**config.mk**
```make
export PLATFORM = sky130hd
export DESIGN_NAME = vsfs_ramp
export DESIGN_NICKNAME = d
export VERILOG_FILES = /design/src/hdl/vsfs_pkg.sv /design/src/hdl/vsfs_ramp.sv
export SDC_FILE = /design/constraint.sdc
export NUM_CORES = 1
export LEC_CHECK = 0
export BUFFER_PORTS_ARGS = -buffer_cell sky130_fd_sc_hd__buf_2
export CAP_MARGIN = 20
export CORE_MARGIN = 5
export CORE_UTILIZATION = 25
export DETAILED_ROUTE_END_ITERATION = 8
export PLACE_DENSITY = 0.51
export SLEW_MARGIN = 20
export SYNTH_ARGS = -nofsm -noshare
export SYNTH_HDL_FRONTEND = slang
export SYNTH_SLANG_ARGS = --single-unit
```
**constraint.sdc**
```tcl
create_clock -name clock -period 11 [get_ports clock]
set_input_delay 1.65 -clock clock [delete_from_list [all_inputs] [get_ports clock]]
set_output_delay 1.65 -clock clock [all_outputs]
set_load 0.005 [all_outputs]
```
**src/hdl/vsfs_pkg.sv**
```systemverilog
package vsfs_pkg;

   localparam int STRIP_COUNT_DEF      = 7;
   localparam int PIXELS_PER_STRIP_DEF = 128;

   localparam int COORD_W   = 7;
   localparam int TIME_W    = 16;
   localparam int CH_W      = 8;
   localparam int STRIP_W   = 4;
   localparam int SUM_W     = 16;
   localparam int ROOT_W    = 16;
   localparam int NUM_W     = 23;
   localparam int SCALE_W   = 17;
   localparam int COLOUR_W  = 3 * CH_W;

   localparam int CSR_INDEX_W = 3;
   localparam int CSR_DATA_W  = 16;

   localparam logic [CSR_INDEX_W-1:0] CSR_CENTER_X      = 3'd0;
   localparam logic [CSR_INDEX_W-1:0] CSR_CENTER_Y      = 3'd1;
   localparam logic [CSR_INDEX_W-1:0] CSR_CENTER_Z      = 3'd2;
   localparam logic [CSR_INDEX_W-1:0] CSR_SPHERE_RADIUS = 3'd3;
   localparam logic [CSR_INDEX_W-1:0] CSR_ELAPSED_TIME  = 3'd4;

   localparam logic [COORD_W-1:0] RADIUS_RESET = 7'd16;

   // Reciprocal of the ramp step length: floor(n / 1000) == (n * RECIP) >> RECIP_SHIFT
   // for every n below 2^18.
   localparam logic [18:0] RECIP       = 19'd268436;
   localparam int          RECIP_SHIFT = 28;

   typedef struct packed {
      logic [CH_W-1:0] red;
      logic [CH_W-1:0] green;
      logic [CH_W-1:0] blue;
   } rgb_type;

endpackage

```
**src/hdl/vsfs_ramp.sv**
```systemverilog
module vsfs_ramp
   import vsfs_pkg::*;
(
   input  logic              clock,
   input  logic [TIME_W-1:0] elapsed_time,
   output rgb_type           base
);

   localparam logic [2:0] SEG_RED_YELLOW   = 3'd0;
   localparam logic [2:0] SEG_YELLOW_GREEN = 3'd1;
   localparam logic [2:0] SEG_GREEN_CYAN   = 3'd2;
   localparam logic [2:0] SEG_CYAN_BLUE    = 3'd3;
   localparam logic [2:0] SEG_BLUE_MAGENTA = 3'd4;
   localparam logic [2:0] SEG_MAGENTA_RED  = 3'd5;
   localparam logic [2:0] SEG_WHITE        = 3'd6;

   logic [2:0]  seg_in, seg_ff;
   logic [9:0]  pos_in, pos_ff;
   logic        round_up;
   logic [17:0] numer;
   logic [36:0] prod;
   logic [7:0]  quot, down;
   rgb_type     base_in, base_ff;

   always_comb begin
      if (elapsed_time < 16'd1000) begin
         seg_in = SEG_RED_YELLOW;
         pos_in = elapsed_time[9:0];
      end else if (elapsed_time < 16'd2000) begin
         seg_in = SEG_YELLOW_GREEN;
         pos_in = 10'(elapsed_time - 16'd1000);
      end else if (elapsed_time < 16'd3000) begin
         seg_in = SEG_GREEN_CYAN;
         pos_in = 10'(elapsed_time - 16'd2000);
      end else if (elapsed_time < 16'd4000) begin
         seg_in = SEG_CYAN_BLUE;
         pos_in = 10'(elapsed_time - 16'd3000);
      end else if (elapsed_time < 16'd5000) begin
         seg_in = SEG_BLUE_MAGENTA;
         pos_in = 10'(elapsed_time - 16'd4000);
      end else if (elapsed_time <= 16'd6000) begin
         seg_in = SEG_MAGENTA_RED;
         pos_in = 10'(elapsed_time - 16'd5000);
      end else begin
         seg_in = SEG_WHITE;
         pos_in = 10'd0;
      end
   end

   // Falling segments round the step up, rising ones round it down.
   always_comb begin
      round_up = (seg_ff == SEG_YELLOW_GREEN) || (seg_ff == SEG_CYAN_BLUE) ||
                 (seg_ff == SEG_MAGENTA_RED);
      numer    = 18'(pos_ff) * 18'd255 + (round_up ? 18'd999 : 18'd0);
      prod     = 37'(numer) * 37'(RECIP);
      quot     = prod[RECIP_SHIFT+7:RECIP_SHIFT];
      down     = 8'd255 - quot;
      case (seg_ff)
         SEG_RED_YELLOW:   base_in = '{8'd255, quot,   8'd0};
         SEG_YELLOW_GREEN: base_in = '{down,   8'd255, 8'd0};
         SEG_GREEN_CYAN:   base_in = '{8'd0,   8'd255, quot};
         SEG_CYAN_BLUE:    base_in = '{8'd0,   down,   8'd255};
         SEG_BLUE_MAGENTA: base_in = '{quot,   8'd0,   8'd255};
         SEG_MAGENTA_RED:  base_in = '{8'd255, 8'd0,   down};
         default:          base_in = '{8'd255, 8'd255, 8'd255};
      endcase
   end

   always_ff @(posedge clock) begin
      seg_ff  <= seg_in;
      pos_ff  <= pos_in;
      base_ff <= base_in;
   end

   assign base = base_ff;

endmodule

```
# Word-level counts from Yosys, hierarchy flattened
# Index checks and enable logic that the tools add are counted.
[totals]
regBits = 37
latch_bits = 0
ramBits = 0
mem_bits_ro = 0
input_bits = 17
out_inout_bits = 24
elab_cells = 45
memories = 0
[classes]
addsub = 7
mul = 2
div_mod_pow = 0
n_lt_le_gt_ge = 6
eq_ne = 5
shifts = 0
n_mux = 13
bitwise_logic = 0
reduce_logical = 5
[op_table]
columns = ["op", "count"]
rows = [
  ["$pmux W24 S6", 1],
  ["$mux W10", 7],
  ["$sub A10 B10 Y10 const B", 5],
  ["$mul A18 B17 Y34 const B", 1],
  ["$lt A16 B12 Y1 const B", 2],
  ["$add A18 B10 Y18", 1],
  ["$mul A10 B8 Y18 const B", 1],
  ["$le A16 B13 Y1 const B", 1],
  ["$lt A16 B10 Y1 const B", 1],
  ["$lt A16 B11 Y1 const B", 1],
  ["$lt A16 B13 Y1 const B", 1],
  ["$mux W2", 4],
  ["$sub A8 B8 Y8 const A", 1],
  ["$eq A3 B2 Y1 const B", 2],
  ["$eq A3 B3 Y1 const B", 2],
  ["$reduce_or A4 Y1", 1],
  ["$eq A3 B1 Y1 const B", 1],
  ["$logic_not A3 Y1", 1],
  ["$logic_or A1 B1 Y1", 2],
  ["$reduce_or A2 Y1", 1],
  ["$mux W1", 1],
]

# Logic depth before layout (Yosys ltp)
# Gate-level depths: netlist (run 1).
[depth]
ltp_word = 8
depth_mapped = 38

# Worst setup path before layout (run 1)
# OpenSTA, ideal clock, no wires.
[synth_path]
path_type = "reg2reg"
start = "reg seg_ff[0]"
end = "reg base_ff, in the netlist base[20]"
arrival_ns = 9.613
required_ns = 10.884
slack_ns = 1.271
path_stages_with_launch = 37
synth_period_minus_slack_ns = 9.729
cell_sequence = "dfxtp_1 > clkbuf_1 > a21boi_0 > inv_1 > fa_1 > fa_1 > inv_1 > fa_1 > inv_1 > fa_1 > inv_1 > ha_1 > or3_1 > o221a_2 > o21ai_0 > nand2b_1 > a21o_1 > a31oi_1 > xnor2_1 > ha_1 > inv_1 > fa_1 > fa_1 > inv_1 > fa_1 > inv_1 > fa_1 > inv_1 > ha_1 > a21o_1 > a21o_1 > a211oi_1 > o21ai_0 > o21a_1 > or4_1 > and2_1 > o211a_1"
[synth_lines]
columns = ["item", "line", "source"]
rows = [
  ["start: declaration", "vsfs_ramp.sv:17", "logic [2:0] seg_in, seg_ff;"],
  ["start signal: assignment", "vsfs_ramp.sv:70", "seg_ff <= seg_in;"],
  ["end signal: assignment", "vsfs_ramp.sv:72", "base_ff <= base_in;"],
  ["end: declaration", "vsfs_ramp.sv:23", "rgb_type base_in, base_ff;"],
]

==> flow_metrics.tcl, run 1 <==
set metrics [dict create \
    status "finished, final reports clean" \
    wl_per_cell_um 14.1 \
    post_cts_resized 0 \
    clk_latency_ns 0.29 \
    antenna_left 0 \
    cts.sinks 37 \
    port_buffers 40 \
    antenna_found_initial 0 \
    fp.dieW_um 192 \
    boundaryPins 41 \
    fmax_mhz 97.4 \
    hold_buffers 0 \
    placementRows 66 \
    layout_commonest_cell "inv_1" \
    synth-seq-cells 37 \
    path_class "reg2reg" \
    synth-async-reset-ratio 0 \
    core_area_um2 32500 \
    synth.distinct_cells 73 \
    synth_cells 912 \
    cp.required_ns 11.19 \
    initial_utilization 0.254 \
    syn_nets 1218 \
    worstMarginPinSlew_ns 0.890 \
    setup_viol 0 \
    syn_avg_cell_area_um2 9.05 \
    dp_hpwl_um 16600 \
    r2r-end "base[20]" \
    grt_setup_unrepaired "no" \
    grt_overflow 0 \
    remaining_drc_errors 0 \
    post-route-min-period_ns 10.27 \
    critPathCaptureType "flip-flop" \
    cp_max_fo 21 \
    grt_pass1_vias 6533 \
    crit_end "base[20]" \
    die_y_um 192 \
    cts_root_buf "clkbuf_16" \
    slew_headroom 0.402 \
    reg2reg_depth 37 \
    die_area_um2 36700 \
    drive_gt1_frac 0.0854 \
    hold_viol_final 0 \
    synth.yosys.seq_area_share 0.0898 \
    final_cell_mix "inv_1 (200), ha_1 (196), fa_1 (93)" \
    grt_max_degree 22 \
    drt_pass1_iterations 4 \
    crit_path_top_delay_cell "dfxtp_1" \
    fillers 3506 \
    synth_edf_count 0 \
    fin_worst_skew_ns 0.00795 \
    routed_wirelength_um 19600 \
    synthToLayoutAreaGrowth_pct 11.1 \
    critPathArrivalTime_ns 10.46 \
    tritoncts "done" \
    reg2reg_from "seg_ff[2]" \
    rrSetupSlack_ns 0.73 \
    cp-start-kind "flip-flop" \
    period_share 0.934 \
    cap_violations 0 \
    tns_ns 0 \
    grt_pass1_wl_um 32900 \
    post_cts_buffers 0 \
    htree_num_levels 2 \
    synth-main-ff-cell "dfxtp_1" \
    grt_usage 0.109 \
    crit_start "seg_ff[2]" \
    syn_area_um2 8250 \
    clkTransAtPathRegs_ns 0.07 \
    ys.warnings.count 0 \
    viasPerCell 4.47 \
    cts_buffer_depth 2 \
    diodes 0 \
    vias 6215 \
    critical_path.max_stage_delay_ns 0.72 \
    final_nets 1253 \
    drt-initial-drc-count 241 \
    cts-buffers-inserted 5 \
    drv_slew 0 \
    gp_routability_congestion 0.807 \
    min_path_type "reg2reg" \
]
cell families (layout without fill, tap and decap cells):
| group | Yosys count | in the layout | synth area share |
|---|---|---|---|
| adder cells (fa/ha/maj) | 289 | 289 | 0.523 |
| buffers and inverters | 222 | 258 | 0.101 |
| AO/OA/AOI/OAI | 196 | 196 | 0.168 |
| XOR/XNOR | 20 | 20 | 0.0235 |
| AND/OR/NAND/NOR | 144 | 144 | 0.0896 |
| multiplexers | 4 | 4 | 0.00500 |
| flip-flops | 37 | 37 | 0.0898 |
state kept, by name, indices dropped and copies added, names as in the netlist:
| name | cells |
|---|---|
| base | 24 |
| seg_ff | 3 |
| pos_ff | 10 |
routing by layer:
| layer | up-vias | global-route usage | wire length [um] |
|---|---|---|---|
| met5 | - | 0 | 0 |
| met4 | 0 | 0.0141 | 125 |
| met3 | 9 | 0.00927 | 340 |
| met2 | 59 | 0.190 | 9230 |
| met1 | 2977 | 0.150 | 9900 |
| li1 | 3170 | - | - |
worst min path at each step:
stage | startpoint | end | cells after the start
6_report | seg_ff[1] | base[5] | 2
5_1_grt | seg_ff[1] | base[5] | 2
3_3_place_gp | seg_ff[1] | base[5] | 2
4_1_cts | seg_ff[1] | base[5] | 2
3_5_place_dp | seg_ff[1] | base[0] | 2
2_1_floorplan | seg_ff[2] | base[23] | 2
worst max-delay path: cells and delay by family, from the launching register on:
family	cells	cell delay, ns
fa+ha+maj	11	4.79
compound gates	11	2.29
buf+inv	10	0.97
xor+xnor	1	0.14
flops	1	0.72
simple gates	4	1.25
stage by stage:
| stage | util | instance area (um^2) | instances | hold WS, ns | setup slack [ns] |
|---|---|---|---|---|---|
| final | 0.282 | 9170 | 1390 | 0.702 | 0.729 |
| after global routing | 0.282 | 9170 | 1390 | 0.746 | 0.133 |
| after global placement | 0.276 | 9000 | 1382 | 0.702 | 0.864 |
| after CTS | 0.282 | 9170 | 1390 | 0.701 | 0.672 |
| after detailed placement | 0.277 | 9000 | 1382 | 0.696 | 0.727 |
| after floorplan | - | 8250 | 912 | 0.582 | 1.27 |
Yosys cell counts (all sizes together) (5+ instances only):
| cell type | number | share of area |
|---|---|---|
| inv | 200 | 0.091 |
| ha | 196 | 0.30 |
| fa | 93 | 0.23 |
| a21oi | 46 | 0.028 |
| dfxtp | 37 | 0.090 |
| nand2 | 33 | 0.015 |
| o21ai | 31 | 0.019 |
| nor2 | 30 | 0.014 |
| a21o | 20 | 0.018 |
| clkbuf | 20 | 0.0091 |
| xnor2 | 15 | 0.018 |
| nand3 | 14 | 0.0085 |
| a21boi | 12 | 0.011 |
| and2 | 12 | 0.0094 |
| a211oi | 10 | 0.010 |
| o21a | 10 | 0.0091 |
| nand4 | 9 | 0.0068 |
| nand2b | 8 | 0.0061 |
| nor3 | 8 | 0.0049 |
| nor2b | 7 | 0.0053 |
| nor4 | 6 | 0.0045 |
| o22a | 6 | 0.0064 |
| a31oi | 5 | 0.0038 |
| o221a | 5 | 0.0068 |
| o31ai | 5 | 0.0045 |
| xor2 | 5 | 0.0053 |
final cells by class:
| cell class | instances | area (um^2) | area share |
|---|---|---|---|
| Sequential cell | 37 | 741 | 0.0808 |
| Timing Repair Buffer | 50 | 275 | 0.0300 |
| Clock inverter | 3 | 46.3 | 0.00505 |
| Tap cell | 442 | 553 | 0.0603 |
| Inverter | 200 | 751 | 0.0819 |
| Multi-Input combinational cell | 653 | 6680 | 0.728 |
| Clock buffer | 5 | 125 | 0.0136 |
Power of run 1 is left out: the tool's default activity adds up to more than one toggle a clock period on the data nets, which glitch-free logic cannot reach.
==> inputs of run 2 (changes only) <==
Settings changed: CORE_UTILIZATION 25 to 63, GPL_ROUTABILITY_DRIVEN from default to 0, GPL_TIMING_DRIVEN from default to 0, PLACE_DENSITY 0.51 to 0.94.
==> run 2 against run 1 <==
Clock skew grew 0.0096 ns; utilization up 41 points; register-to-register slack got worse by 0.39 ns; highest routed layer unchanged.
==> flow_metrics.tcl, run 2 (synthesized netlist as in run 1, its figures left out) <==
set metrics [dict create \
    slew_headroom 0.337 \
    fmax_mhz 93.8 \
    path_class "reg2reg" \
    die_area_um2 15500 \
    drt_pass1_iterations 8 \
    min_path_cells 2 \
    fp.dieW_um 124 \
    cts_root_buf "clkbuf_16" \
    antenna_left 0 \
    clkTransAtPathRegs_ns 0.06 \
    largest_reg_flops 24 \
    hold_viol_final 0 \
    grt_usage 0.270 \
    drt-initial-drc-count 863 \
    period_share 0.969 \
    wl_per_cell_um 18.6 \
    routed_wirelength_um 21000 \
    final_cell_mix "inv_1 (200), ha_1 (196), fa_1 (93)" \
    post-route-util 0.697 \
    cp_max_fo 10 \
    cts_buffer_depth 2 \
    layout_commonest_cell "inv_1" \
    hold_buffers 0 \
    reg2reg_depth 37 \
    drv_slew 0 \
    post_cts_resized 4 \
    synthToLayoutAreaGrowth_pct 7.43 \
    initial_utilization 0.649 \
    critPathArrivalTime_ns 10.84 \
    cts-buffers-inserted 5 \
    setup_viol 0 \
    critPathCaptureType "flip-flop" \
    cp.required_ns 11.19 \
    grt_pass1_vias 7307 \
    grt_pass1_wl_um 34800 \
    crit_path_top_delay_cell "or4_1" \
    port_buffers 37 \
    min_path_type "reg2reg" \
    cap_violations 0 \
    grt_setup_unrepaired "no" \
    boundaryPins 41 \
    clk_latency_ns 0.30 \
    remaining_drc_errors 0 \
    die_y_um 124 \
    core_area_um2 12700 \
    post_cts_buffers 0 \
    antenna_found_initial 0 \
    critical_path.max_stage_delay_ns 0.56 \
    htree_num_levels 2 \
    final_nets 1262 \
    status "finished, final reports clean" \
    cts.sinks 37 \
    dp_hpwl_um 16500 \
    drive_gt1_frac 0.0773 \
    diodes 0 \
    whs_ns 0.775 \
    placementRows 41 \
    worstMarginPinSlew_ns 0.993 \
    grt_overflow 0 \
    post-route-min-period_ns 10.66 \
    viasPerCell 6.23 \
    post-place-ws_ns -0.313 \
    tns_ns 0 \
    tritoncts "done" \
    vias 7031 \
    final.setup.worst_slack_ns 0.344 \
    cp-start-kind "flip-flop" \
    fin_worst_skew_ns 0.0176 \
    grt_max_degree 13 \
]
[run 2: routing by layer]
| metal | routed length, um | global-route usage | vias to the layer above |
|---|---|---|---|
| li1 | - | - | 3189 |
| met1 | 7910 | 0.310 | 3243 |
| met2 | 10100 | 0.463 | 454 |
| met3 | 1690 | 0.0532 | 145 |
| met4 | 1350 | 0.163 | 0 |
| met5 | 0 | 0 | - |
[run 2: area by class of cell]
cell class | count | area (um^2)
clock inverters | 2 | 37.5
multi-input cells | 653 | 6710
fillers | 864 | 3860
clock buffers | 6 | 139
well taps | 172 | 215
flip-flops and latches | 37 | 741
repair buffers | 37 | 185
inverters | 200 | 751
plain buffers | 22 | 86.3
[run 2: worst max-delay path: cells and delay by family, from the launching register on]
kind / cells / cell delay [ns]
fa+ha+maj: 11 / 5.03
compound gates: 13 / 3.04
simple gates: 3 / 0.89
buf+inv: 9 / 0.82
flops: 1 / 0.41
xor+xnor: 1 / 0.30
[run 2: worst paths after layout]
path / from / end / slack (ns)
worst max-delay path: seg_ff[0] / base[12] / 0.34
worst min-delay path: seg_ff[0] / base[23] / 0.78
worst max register to register: seg_ff[0] / base[12] / 0.34
worst min register to register: seg_ff[0] / base[23] / 0.78
[run 2: per-stage QoR]
stage,area [um^2],std cells
global route,8860,1129
finish,8860,1129
CTS,8850,1129
global placement,8650,1121
floorplan,8250,912
detailed placement,8650,1121
Power of run 2 is left out for the same reason.
