[src/hdl/vsfs_pkg.sv]
package vsfs_pkg;

   localparam int STRIP_COUNT_DEF      = 7;
   localparam int PIXELS_PER_STRIP_DEF = 128;

   localparam int COORD_W   = 7;
   localparam int TIME_W    = 16;
   localparam int CH_W      = 8;
   localparam int STRIP_W   = 4;
   localparam int SUM_W     = 16;
   localparam int ROOT_W    = 16;
   localparam int NUM_W     = 23;
   localparam int SCALE_W   = 17;
   localparam int COLOUR_W  = 3 * CH_W;

   localparam int CSR_INDEX_W = 3;
   localparam int CSR_DATA_W  = 16;

   localparam logic [CSR_INDEX_W-1:0] CSR_CENTER_X      = 3'd0;
   localparam logic [CSR_INDEX_W-1:0] CSR_CENTER_Y      = 3'd1;
   localparam logic [CSR_INDEX_W-1:0] CSR_CENTER_Z      = 3'd2;
   localparam logic [CSR_INDEX_W-1:0] CSR_SPHERE_RADIUS = 3'd3;
   localparam logic [CSR_INDEX_W-1:0] CSR_ELAPSED_TIME  = 3'd4;

   localparam logic [COORD_W-1:0] RADIUS_RESET = 7'd16;

   // Reciprocal of the ramp step length: floor(n / 1000) == (n * RECIP) >> RECIP_SHIFT
   // for every n below 2^18.
   localparam logic [18:0] RECIP       = 19'd268436;
   localparam int          RECIP_SHIFT = 28;

   typedef struct packed {
      logic [CH_W-1:0] red;
      logic [CH_W-1:0] green;
      logic [CH_W-1:0] blue;
   } rgb_type;

endpackage

[src/hdl/vsfs_sqrt.sv]
module vsfs_sqrt
   import vsfs_pkg::*;
#(
   parameter int META_W = 8
) (
   input  logic              clock,
   input  logic              reset,
   input  logic              enable,
   input  logic              in_valid,
   input  logic [SUM_W-1:0]  in_sum,
   input  logic [META_W-1:0] in_meta,
   output logic              out_valid,
   output logic [ROOT_W-1:0] out_root,
   output logic [META_W-1:0] out_meta
);

   localparam int STAGES = ROOT_W;

   logic                valid_ff [0:STAGES-1];
   logic [ROOT_W+1:0]   rem_ff   [0:STAGES-1];
   logic [ROOT_W-1:0]   root_ff  [0:STAGES-1];
   logic [2*ROOT_W-1:0] src_ff   [0:STAGES-1];
   logic [META_W-1:0]   meta_ff  [0:STAGES-1];

   for (genvar k = 0; k < STAGES; k++) begin : g_stage
      logic                valid;
      logic [ROOT_W+1:0]   rem, rem_shift, trial;
      logic [ROOT_W-1:0]   root;
      logic [2*ROOT_W-1:0] src;
      logic [META_W-1:0]   meta;
      logic                take;

      if (k == 0) begin : g_first
         assign valid = in_valid;
         assign rem   = '0;
         assign root  = '0;
         assign src   = {in_sum, 16'd0};
         assign meta  = in_meta;
      end else begin : g_next
         assign valid = valid_ff[k-1];
         assign rem   = rem_ff[k-1];
         assign root  = root_ff[k-1];
         assign src   = src_ff[k-1];
         assign meta  = meta_ff[k-1];
      end

      assign rem_shift = {rem[ROOT_W-1:0], src[2*ROOT_W-1:2*ROOT_W-2]};
      assign trial     = {root, 2'b01};
      assign take      = rem_shift >= trial;

      always_ff @(posedge clock) begin
         if (reset) begin
            valid_ff[k] <= 1'b0;
         end else if (enable) begin
            valid_ff[k] <= valid;
         end
      end

      always_ff @(posedge clock) begin
         if (enable) begin
            rem_ff[k]  <= take ? rem_shift - trial : rem_shift;
            root_ff[k] <= {root[ROOT_W-2:0], take};
            src_ff[k]  <= {src[2*ROOT_W-3:0], 2'b00};
            meta_ff[k] <= meta;
         end
      end
   end

   assign out_valid = valid_ff[STAGES-1];
   assign out_root  = root_ff[STAGES-1];
   assign out_meta  = meta_ff[STAGES-1];

endmodule

[config.mk]
export PLATFORM = sky130hd
export DESIGN_NAME = vsfs_sqrt
export DESIGN_NICKNAME = d
export VERILOG_FILES = /design/src/hdl/vsfs_pkg.sv /design/src/hdl/vsfs_sqrt.sv
export SDC_FILE = /design/constraint.sdc
export NUM_CORES = 1
export LEC_CHECK = 0
export BUFFER_PORTS_ARGS = -buffer_cell sky130_fd_sc_hd__buf_2
export CORE_ASPECT_RATIO = 1.2
export CORE_UTILIZATION = 55
export CTS_CLUSTER_SIZE = 16
export DETAILED_ROUTE_END_ITERATION = 8
export PLACE_DENSITY = 0.74
export SKIP_LAST_GASP = 1
export SYNTH_ARGS = -nofsm -noshare
export SYNTH_HDL_FRONTEND = slang
export SYNTH_SLANG_ARGS = --single-unit
export TNS_END_PERCENT = 1
[constraint.sdc]
create_clock -name clock -period 3 [get_ports clock]
set_input_delay 0.15 -clock clock [delete_from_list [all_inputs] [get_ports clock]]
set_output_delay 0.15 -clock clock [all_outputs]
set_load 0.05 [all_outputs]
# After elaboration in Yosys (flattened, before gate mapping)
# Memory sizes are Yosys's and may differ from the RTL's.
# Index checks and enable logic that the tools add are counted.
[totals]
register_bits = 0
mem_bits_rw = 1168
inputBits = 28
output_inout_bits = 25
mem_count = 5
[memory_table]
columns = ["memory", "depth", "width", "rd", "rd_clocked_by_memory_dff", "wr", "line", "source"]
rows = [
  ["src_ff", 16, 30, 15, 0, 16, "vsfs_sqrt.sv:22", "logic [2*ROOT_W-1:0] src_ff [0:STAGES-1];"],
  ["rem_ff", 16, 18, 15, 0, 16, "vsfs_sqrt.sv:20", "logic [ROOT_W+1:0] rem_ff [0:STAGES-1];"],
  ["root_ff", 16, 16, 16, 0, 16, "vsfs_sqrt.sv:21", "logic [ROOT_W-1:0] root_ff [0:STAGES-1];"],
  ["meta_ff", 16, 8, 16, 0, 16, "vsfs_sqrt.sv:23", "logic [META_W-1:0] meta_ff [0:STAGES-1];"],
  ["valid_ff", 16, 1, 16, 0, 16, "vsfs_sqrt.sv:19", "logic valid_ff [0:STAGES-1];"],
]
[op_classes]
add_sub_neg = 16
magnitude_cmp = 16
muxes = 38
bitwise = 16
[ops]
columns = ["op", "n"]
rows = [
  ["two-way mux 18 bit", 16],
  ["greater-or-equal comparator 18 bit", 15],
  ["subtractor 18 bit", 15],
  ["two-way mux 1 bit", 22],
  ["OR 1 bit", 16],
  ["subtractor 2 x 1 -> 3 bit, second input constant", 1],
  ["greater-or-equal comparator 2 x 1 -> 1 bit, second input constant", 1],
]

# Logic depth before layout (Yosys ltp)
# Gate-level depths: netlist of the first run.
[logic_depth]
ltp_word = 4
depth_mapped = 13

# Worst setup path after synthesis of the first run
# OpenSTA, ideal clock, no wires.
[synth_path]
path_kind = "reg2reg"
startpoint = "memory root_ff[13][0]"
endpoint = "memory rem_ff[7][12] (netlist bit) (data pin)"
arrival_ps = 2520
t_required_ps = 2740
slack_ps = 220
stages_incl_launch_ff = 12
period_less_slack_ps = 2780
cell_sequence = "edfxtp_1 inv_1 ha_1 inv_1 fa_1 nor2b_1 o21ai_0 a31oi_1 a31oi_1 o41a_1 inv_1 mux2_2"
[synth_rtl]
columns = ["element", "line"]
rows = [
  ["start, declared", "vsfs_sqrt.sv:21"],
  ["end, declared", "vsfs_sqrt.sv:20"],
]

==> results of run 1 <==
-- state kept, by name, summed over array words and instances, names as in the netlist --
register,cells
meta_ff,128
rem_ff,217
src_ff,56
valid_ff,16
root_ff,136
-- repair_timing --
action	in CTS	in global routing
endpoints found under the setup margin	0	28
endpoints found under the hold margin	41	0
hold buffers	27	0
buffers inserted	0	1
resized for setup	0	8
-- logic make-up after synthesis --
family,Yosys count,synth area share
xor gates and xnor gates,134,0.0469
other,1,0.000150
buffers and inverters,210,0.0322
AOI/OAI and AO/OA,341,0.0836
DFF,553,0.663
adders and majority gates,144,0.0740
and+or+nand+nor,445,0.0909
muxes,21,0.00929
-- placed cells by master, fill, tap and decap left out, types with 6 or more instances in the layout --
master           n
edfxtp_1       553
inv_1          187
ha_1           136
o21ai_0        123
nand2_1        120
nor2_1         107
a21oi_1         83
xor2_1          79
xnor2_1         55
clkbuf_16       53
buf_2           51
nor3_1          35
o21a_1          31
dlygate4sd3_1   27
nand2b_1        25
and2_1          24
buf_4           24
a21o_1          23
or3_1           23
mux2_2          18
nor2b_1         17
nor4_1          16
clkinv_2        16
o31ai_1         15
nand3_1         14
clkinv_1        14
or4_1           12
a211oi_1        12
nand4_1          9
and3_1           7
fa_1             7
o21bai_1         6
nand3b_1         6
buf_12           6
-- per-layer routing --
metal  wire length, µm  track usage  vias to the layer above  share of wire
met3              1510       0.0347                      111          0.038
li1                  -            -                     7056              -
met5                 0            0                        -              0
met2             21400        0.330                      239           0.54
met1             15100        0.186                     6861           0.38
met4              1410       0.0742                        0          0.036
-- layout make-up --
| type | instances | share of cell area |
|---|---|---|
| flip-flops and latches | 553 | 0.587 |
| multi-input cells | 1086 | 0.272 |
| clock buffers | 57 | 0.0467 |
| repair buffers | 111 | 0.0310 |
| well taps | 609 | 0.0269 |
| inverters | 188 | 0.0250 |
| clock inverters | 39 | 0.0116 |
-- worst max-delay path: stages, from the launching register on --
cell,delay [ns]
edfxtp_1,0.39
inv_1,0.07
ha_1,0.18
inv_1,0.06
fa_1,0.41
nor2b_2,0.16
o31ai_1,0.07
buf_4,0.15
a21oi_1,0.18
o21ai_2,0.12
o31ai_4,0.30
clkbuf_16,0.21
mux2_2,0.33
-- final timing paths --
| check | start | end | slack (ns) | cells after the start |
|---|---|---|---|---|
| setup / recovery | root_ff[10][0]$_DFFE_PP_ | rem_ff[5][25]$_DFFE_PP_ | 0.12 | 12 |
| hold / removal | reset | valid_ff[0][6]$_DFFE_PP_ | 0.17 | 3 |
| setup reg to reg | root_ff[10][0]$_DFFE_PP_ | rem_ff[5][25]$_DFFE_PP_ | 0.12 | 12 |
| hold reg to reg | meta_ff[1][17]$_DFFE_PP_ | meta_ff[1][25]$_DFFE_PP_ | 0.42 | 0 |
-- metrics by stage --
step           worst slack (ns)   util  cell area (µm²)  total power, mW  TNS, ns
2_1_floorplan             0.220      -            25000             12.0        0
3_3_place_gp              0.138  0.586            26300             12.6        0
3_5_place_dp             0.0271  0.586            26300             12.8        0
4_1_cts                  0.0184  0.629            28200             19.2        0
5_1_grt                 -0.0224  0.630            28300             20.0   -0.131
6_report                  0.120  0.630            28300             19.0        0
-- report_power, final --
part           leakage [nW]  switching (mW)  internal (mW)  total, mW
logic                  4.87            1.53           1.22       2.75
clock network         0.816            2.74           3.60       6.34
registers              5.27           0.416           9.53       9.94
total                  11.0            4.69           14.4       19.0
==> metrics.txt, run 1 <==
Max Cap Viol=0; Seq/Total Area, Yosys=0.663; core footprint=0.0449 mm²; first-pass GRT wire length=66000 µm; Vias=14267; total gr overflow=0; Synth top area share=0.663; Die Span X=197 µm; total global-route track usage=0.174; Post-synth top cells=edfxtp_1, inv_1, ha_1; top-count cell post-synth=edfxtp_1; status=finished, final reports clean; I/O Pins=53; CTS max path bufs=3; post-synth design cell area=roughly 0.025 mm²; CTS root buf=clkbuf_16; final hold slack=0.173 ns; DRT Pass-1 Iters=5; wire per inst=14.9 µm; CTS tree=built; vias in the first global route=14746; Seq. cell area=roughly 0.017 mm²; Yosys warning total=0; clock-pin slew on the worst setup and hold paths=0.06 ns; Post-synth ARST share=0; die area=0.0464 mm²; WL final=39500 µm; gpl congestion=0.861; share of cells above drive strength 1=0.102; post-synth cell types=73; kind of critical path=reg2reg; RSZ-0062 raised after global routing=yes; Max Fanout on Critical Path=12; syn_area_per_cell=about 14 µm²; largest net degree at the start of global routing=117; drc violations=0; Fmax=347 MHz; Worst EP required=3.34 ns; Final setup viols=0; CP Data Arrival Time=3.22 ns; CTS Buf Count=52; Worst VDD drop=0.619 mV; area grow syn2layout=12.9%; period utilization=0.960; startpoint types=flip-flop; Routed Antenna Nets=0; IO buf count=52; Final Skew=0.0260 ns; worst relative slew slack=0.426; Finished Layout Cells=2643; fin crit period=2.88 ns; Crit. End Element=flip-flop; worst-margin pin slew=0.839 ns; Die Ht=around 240 µm; CTS HTree Levels=2; Mapped Nets=2021; Post-synth EDFFs=553; via/cell ratio=5.40; Worst Hold Class=in2reg; cell row count=85; Cells after Synth=1849; Pleak=11.0 nW; diode count=0; Final Hold Fails=0; clk sinks=553; largest cells by area after synthesis=edfxtp_1, ha_1, inv_1; Slew Viols, Final=0; initial antenna violation count=0; placed cell count=2518; clk_lat worst skew=~0.60 ns; DPL Wire Length=approximately 27000 µm; final net count=2164; Iter 0 DRT Violations=774; Initial Util=0.558; pwr dens=673 mW/mm²; Synth area leader=edfxtp_1; Synth Flop Type=edfxtp_1; FF+latch count, synth=553; fill count=3261; Multi-input gate area=0.00768 mm²
Note: power is estimated with default switching activity, not from simulation.
==> inputs of run 2 (changes only) <==
--- a/config.mk
+++ b/config.mk
@@ -5,12 +5,12 @@
 export SDC_FILE = /design/constraint.sdc
 export NUM_CORES = 1
 export LEC_CHECK = 0
-export BUFFER_PORTS_ARGS = -buffer_cell sky130_fd_sc_hd__buf_2
 export CORE_ASPECT_RATIO = 1.2
 export CORE_UTILIZATION = 55
 export CTS_CLUSTER_SIZE = 16
 export DETAILED_ROUTE_END_ITERATION = 8
-export PLACE_DENSITY = 0.74
+export DONT_BUFFER_PORTS = 1
+export PLACE_DENSITY = 0.73
 export SKIP_LAST_GASP = 1
 export SYNTH_ARGS = -nofsm -noshare
 export SYNTH_HDL_FRONTEND = slang
==> run 2 against run 1 <==
The flow now finishes with violations (negative hold slack, negative setup slack). Critical path type unchanged. Final cell count fell by 2.5%. Maximum frequency down 5.9%. Largest power group unchanged. Critical endpoint is now rem_ff[5][30]$_DFFE_PP_. Total power fell by 1.2%.
==> metrics.txt, run 2 (same netlist as run 1, synthesis figures left out) <==
RSZ-0062 raised after global routing=yes; Post-CTS Setup Bufs=0; Biggest register=rem_ff; startpoint types=flip-flop; Non-Filler Cell Area, Final=0.0278 mm²; clk_lat worst skew=0.60 ns; pwr dens=just under 700 mW/mm²; largest net degree at the start of global routing=540; Routed Antenna Nets=0; Initial Util=0.558; worst relative slew slack=0.0218; IO buf count=0; Slew Viols, Final=0; via/cell ratio=5.43; total gr overflow=0; DPL Wire Length=25500 µm; Final Worst Setup Slack=-0.0619 ns; cell row count=between 80 and 90; Die Span X=197 µm; largest registers=rem_ff x217, root_ff x136, meta_ff x128; Finished Layout Cells=2578; kind of critical path=reg2reg; CP Data Arrival Time=3.41 ns; CTS Buf Count=53; CTS max path bufs=3; wire per inst=15.0 µm; total global-route track usage=0.170; gpl congestion=0.861; Vias=14005; drc violations=0; WL final=38700 µm; placed cell area=around 0.026 mm²; fin crit period=3.06 ns; Final Hold Fails=135; Worst EP required=between 3 and 4 ns; hold_buf cts=26; clk sinks=553; Pleak=10.7 nW; Post-Route Setup TNS=-0.0619 ns; final net count=between 2000 and 2500; clock-pin slew on the worst setup and hold paths=0.06 ns; Final Power=roughly 19 mW; Final Skew=0.0164 ns; DRT Pass-1 Iters=5; diode count=0; most frequent cells in the layout=edfxtp_1, inv_1, ha_1; Max Cap Viol=0; vias in the first global route=about 14000; period utilization=1.02; commonest non-fill, non-tap cell in the layout=edfxtp_1; first-pass GRT wire length=64100 µm; Worst VDD drop=approximately 0.48 mV; status=finished with violations; placed cell count=2459; final hold slack=-0.338 ns; CTS HTree Levels=2; worst-margin pin slew=1.47 ns; I/O Pins=53; Die Ht=236 µm; area grow syn2layout=11.1%; share of cells above drive strength 1=0.0665; CTS root buf=clkbuf_16; Iter 0 DRT Violations=739; Largest register FFs=217; CTS tree=built; Worst Hold Class=in2reg; core footprint=0.0449 mm²; Final setup viols=1; failing checks=negative hold slack, negative setup slack; Fmax=327 MHz; initial antenna violation count=0; Crit. End Element=flip-flop; Max Fanout on Critical Path=4; die area=0.0464 mm²
## run 2: cell type report
type	instances	area, µm²
inverter	188	706
fill	3329	17100
sequential	553	16600
multi-input combinational	1086	7670
tap	609	762
clock buffer	73	1420
clock inverter	20	194
timing repair buffer	49	458
## run 2: final timing paths
| check | endpoint | start | depth (start not counted) | slack, ns |
|---|---|---|---|---|
| setup / recovery | rem_ff[5][30]$_DFFE_PP_ | rem_ff[5][0]$_SDFFCE_PP0P_ | 10 | -0.06 |
| hold / removal | rem_ff[0][17]$_SDFFCE_PN0P_ | enable | 0 | -0.34 |
| setup reg to reg | rem_ff[5][30]$_DFFE_PP_ | rem_ff[5][0]$_SDFFCE_PP0P_ | 10 | -0.06 |
| hold reg to reg | meta_ff[0][47]$_DFFE_PP_ | meta_ff[0][39]$_DFFE_PP_ | 0 | 0.41 |
## run 2: routing by layer
metal  vias to the layer above  track usage  share of wire  routed length (µm)
met5                         -            0              0                   0
met4                         0       0.0902          0.041                1580
met3                       117       0.0259          0.030                1180
met2                       220        0.323           0.54               20900
met1                      6743        0.179           0.39               15100
li1                       6925            -              -                   -
## run 2: critical path, stage by stage, from the launching register on
cell and delay [ns]:
edfxtp_1 0.42, ha_1 0.26, inv_1 0.08, fa_1 0.20
nor2b_1 0.07, o31ai_1 0.40, a21oi_1 0.15, o21ai_1 0.40
a21boi_0 0.22, or3_1 0.37, a31o_2 0.25
## run 2: power breakdown
| part | switching (mW) | internal [mW] |
|---|---|---|
| combinational | 1.31 | 1.17 |
| clock | 2.73 | 3.57 |
| sequential | 0.490 | 9.54 |
| total | 4.52 | 14.3 |
## run 2: timing repair
| item | CTS | global route |
|---|---|---|
| resized for setup | 0 | 6 |
| endpoints found under the setup margin | 0 | 36 |
| endpoints found under the hold margin | 563 | 537 |
## run 2: stage by stage
stage          worst slack (ns)  utilization
3_5_place_dp             0.0390        0.578
5_1_grt                  -0.147        0.620
6_report                -0.0619        0.620
3_3_place_gp              0.130        0.578
2_1_floorplan             0.220            -
4_1_cts                  0.0243        0.619
==> inputs of run 3 (changes only) <==
--- a/config.mk
+++ b/config.mk
@@ -10,7 +10,7 @@
 export CTS_CLUSTER_SIZE = 16
 export DETAILED_ROUTE_END_ITERATION = 8
 export DONT_BUFFER_PORTS = 1
-export PLACE_DENSITY = 0.73
+export PLACE_DENSITY_LB_ADDON = 0.05
 export SKIP_LAST_GASP = 1
 export SYNTH_ARGS = -nofsm -noshare
 export SYNTH_HDL_FRONTEND = slang
==> run 3 against run 2 <==
The run ends with negative hold slack left. Combinational power hardly changed. Largest power group unchanged. Worst hold slack worse by 0.0042 ns. Highest routed layer unchanged. Via count is 0.51% lower. Register-to-register slack better by 0.15 ns. First-iteration DRC count is 3.5% lower.
==> metrics.txt, run 3 (same netlist as run 1, synthesis figures left out) <==
Final setup viols=0; fill count=3387; core footprint=between 0.04 and 0.05 mm²; CTS root buf=clkbuf_16; pwr dens=694 mW/mm²; hold depth=0; final net count=2109; Final Hold Fails=107; placed cell count=2462; Worst VDD drop=0.448 mV; RSZ-0062 raised after global routing=yes; CTS HTree Levels=2; worst-margin pin slew=about 1.1 ns; Die Ht=236 µm; fin crit period=2.92 ns; WL final=39200 µm; worst relative slew slack=0.294; first-pass GRT wire length=65200 µm; kind of critical path=reg2reg; period utilization=0.972; R2R Setup Slk=about 0.083 ns; drc violations=0; net switching power=around 4.7 mW; internal power=between 10 and 15 mW; IO buf count=0; commonest non-fill, non-tap cell in the layout=edfxtp_1; Reg2Reg Depth=10; I/O Pins=53; Final Power=slightly below 20 mW; total gr overflow=0; Worst EP required=3.36 ns; clock network fraction of design power=0.358; Largest register FFs=roughly 220; Biggest register=rem_ff; diode count=0; Reg power frac=0.515; Layout Utilization=0.626; most frequent cells in the layout=edfxtp_1, inv_1, ha_1; CTS Buf Count=54; final hold slack=-0.342 ns; Routed Antenna Nets=0; clk_lat worst skew=roughly 0.61 ns; Die Span X=197 µm; gpl congestion=0.872; Initial Util=0.558; CP Data Arrival Time=roughly 3.3 ns; Fmax=343 MHz; Finished Layout Cells=2591; clk sinks=553; CTS tree=built; failing checks=negative hold slack; cell row count=85; hold path startpoint=enable; via/cell ratio=5.38; DRT Pass-1 Iters=5; Reg-to-Reg End=rem_ff[4][32]$_DFFE_PP_; vias in the first global route=14273; FF-to-FF Start=rem_ff[4][0]$_SDFFCE_PP0P_; Vias=13933; total global-route track usage=0.174; Max Fanout on Critical Path=4; wire per inst=15.1 µm; switching part of the total power=0.239; startpoint types=flip-flop; largest registers=rem_ff x217, root_ff x136, meta_ff x128; hold_buf cts=26; Pleak=about 11 nW; initial antenna violation count=0; area grow syn2layout=12.1%; Iter 0 DRT Violations=a little over 700; Crit. End Element=flip-flop; largest net degree at the start of global routing=540; share of cells above drive strength 1=0.0772; DPL Wire Length=26200 µm; clock-pin slew on the worst setup and hold paths=0.06 ns; die area=around 0.046 mm²; placed cell area=between 0.02 and 0.03 mm²; Combinational Power Share=0.127; Final Skew=roughly 0.013 ns; Slew Viols, Final=0; Worst Hold Path EP=src_ff[0][29]$_DFFE_PP_; Non-Filler Cell Area, Final=0.0281 mm²; CTS max path bufs=3; status=finished with violations; Worst Hold Class=in2reg; Max Cap Viol=0
run 3: cell count changes in the layout (fill, tap and decap cells not counted), sizes merged:
cell | previous run | this run
clkbuf | 73 | 62
inv | 188 | 189
clkinvlp | 1 | 4
bufinv | 3 | 9
buf | 23 | 28
clkinv | 16 | 25
run 3: final cells by class:
cell class	count	area [µm²]	area share
flip-flops and latches	553	16600	0.591
inverters	188	706	0.0251
clock buffers	62	1380	0.0492
multi-input cells	1086	7670	0.273
well taps	609	762	0.0271
repair buffers	54	503	0.0179
clock inverters	39	464	0.0165
run 3: timing repair:
action / 4_1_cts / 5_1_grt
gates resized for setup: 1 / 6
pin swaps: 0 / 4
endpoints found under the setup margin: 10 / 33
endpoints found under the hold margin: 563 / 251
buffers inserted: 0 / 2
run 3: routing by layer:
metal | up-vias | routed length [µm] | GRT usage
li1 | 6934 | - | -
met1 | 6712 | 15400 | 0.187
met2 | 188 | 21400 | 0.330
met3 | 99 | 972 | 0.0247
met4 | 0 | 1390 | 0.0827
met5 | - | 0 | 0
run 3: power by group through the flow:
stage	Clock, mW	Sequential (mW)	Combinational [mW]
floorplan	0	10.0	1.93
global placement	0	10.2	2.35
detailed placement	0	10.2	2.43
CTS	7.17	10.0	2.48
global route	7.42	10.1	2.81
finish	6.98	10.0	2.48
run 3: worst max-delay path, stage by stage, from the launching register on:
cell	delay (ns)
edfxtp_1	0.43
ha_1	0.24
inv_1	0.07
fa_1	0.21
nor2b_1	0.05
o21ai_0	0.22
a21boi_1	0.19
o311a_1	0.38
or2_2	0.29
nor4_1	0.22
mux2_2	0.37
run 3: worst max-delay path by stage:
stage / startpoint / end / cells past startpoint
2_1_floorplan: root_ff[13][0]$_DFFE_PP_ / rem_ff[7][12]$_DFFE_PP_ / 11
3_3_place_gp: root_ff[10][0]$_DFFE_PP_ / rem_ff[5][26]$_DFFE_PP_ / 10
3_5_place_dp: root_ff[10][0]$_DFFE_PP_ / rem_ff[5][25]$_DFFE_PP_ / 10
4_1_cts: rem_ff[5][0]$_SDFFCE_PP0P_ / rem_ff[5][30]$_DFFE_PP_ / 10
5_1_grt: rem_ff[4][0]$_SDFFCE_PP0P_ / rem_ff[4][32]$_DFFE_PP_ / 10
6_report: rem_ff[4][0]$_SDFFCE_PP0P_ / rem_ff[4][32]$_DFFE_PP_ / 10
run 3: stage by stage:
stage	hold WS [ns]	worst slack (ns)	TNS, ns
floorplan	0.249	0.220	0
detailed placement	0.249	-0.0781	-0.548
global route	-0.370	-0.0551	-0.204
global placement	0.249	0.00959	0
finish	-0.342	0.0833	0
CTS	-0.362	-0.0156	-0.0156
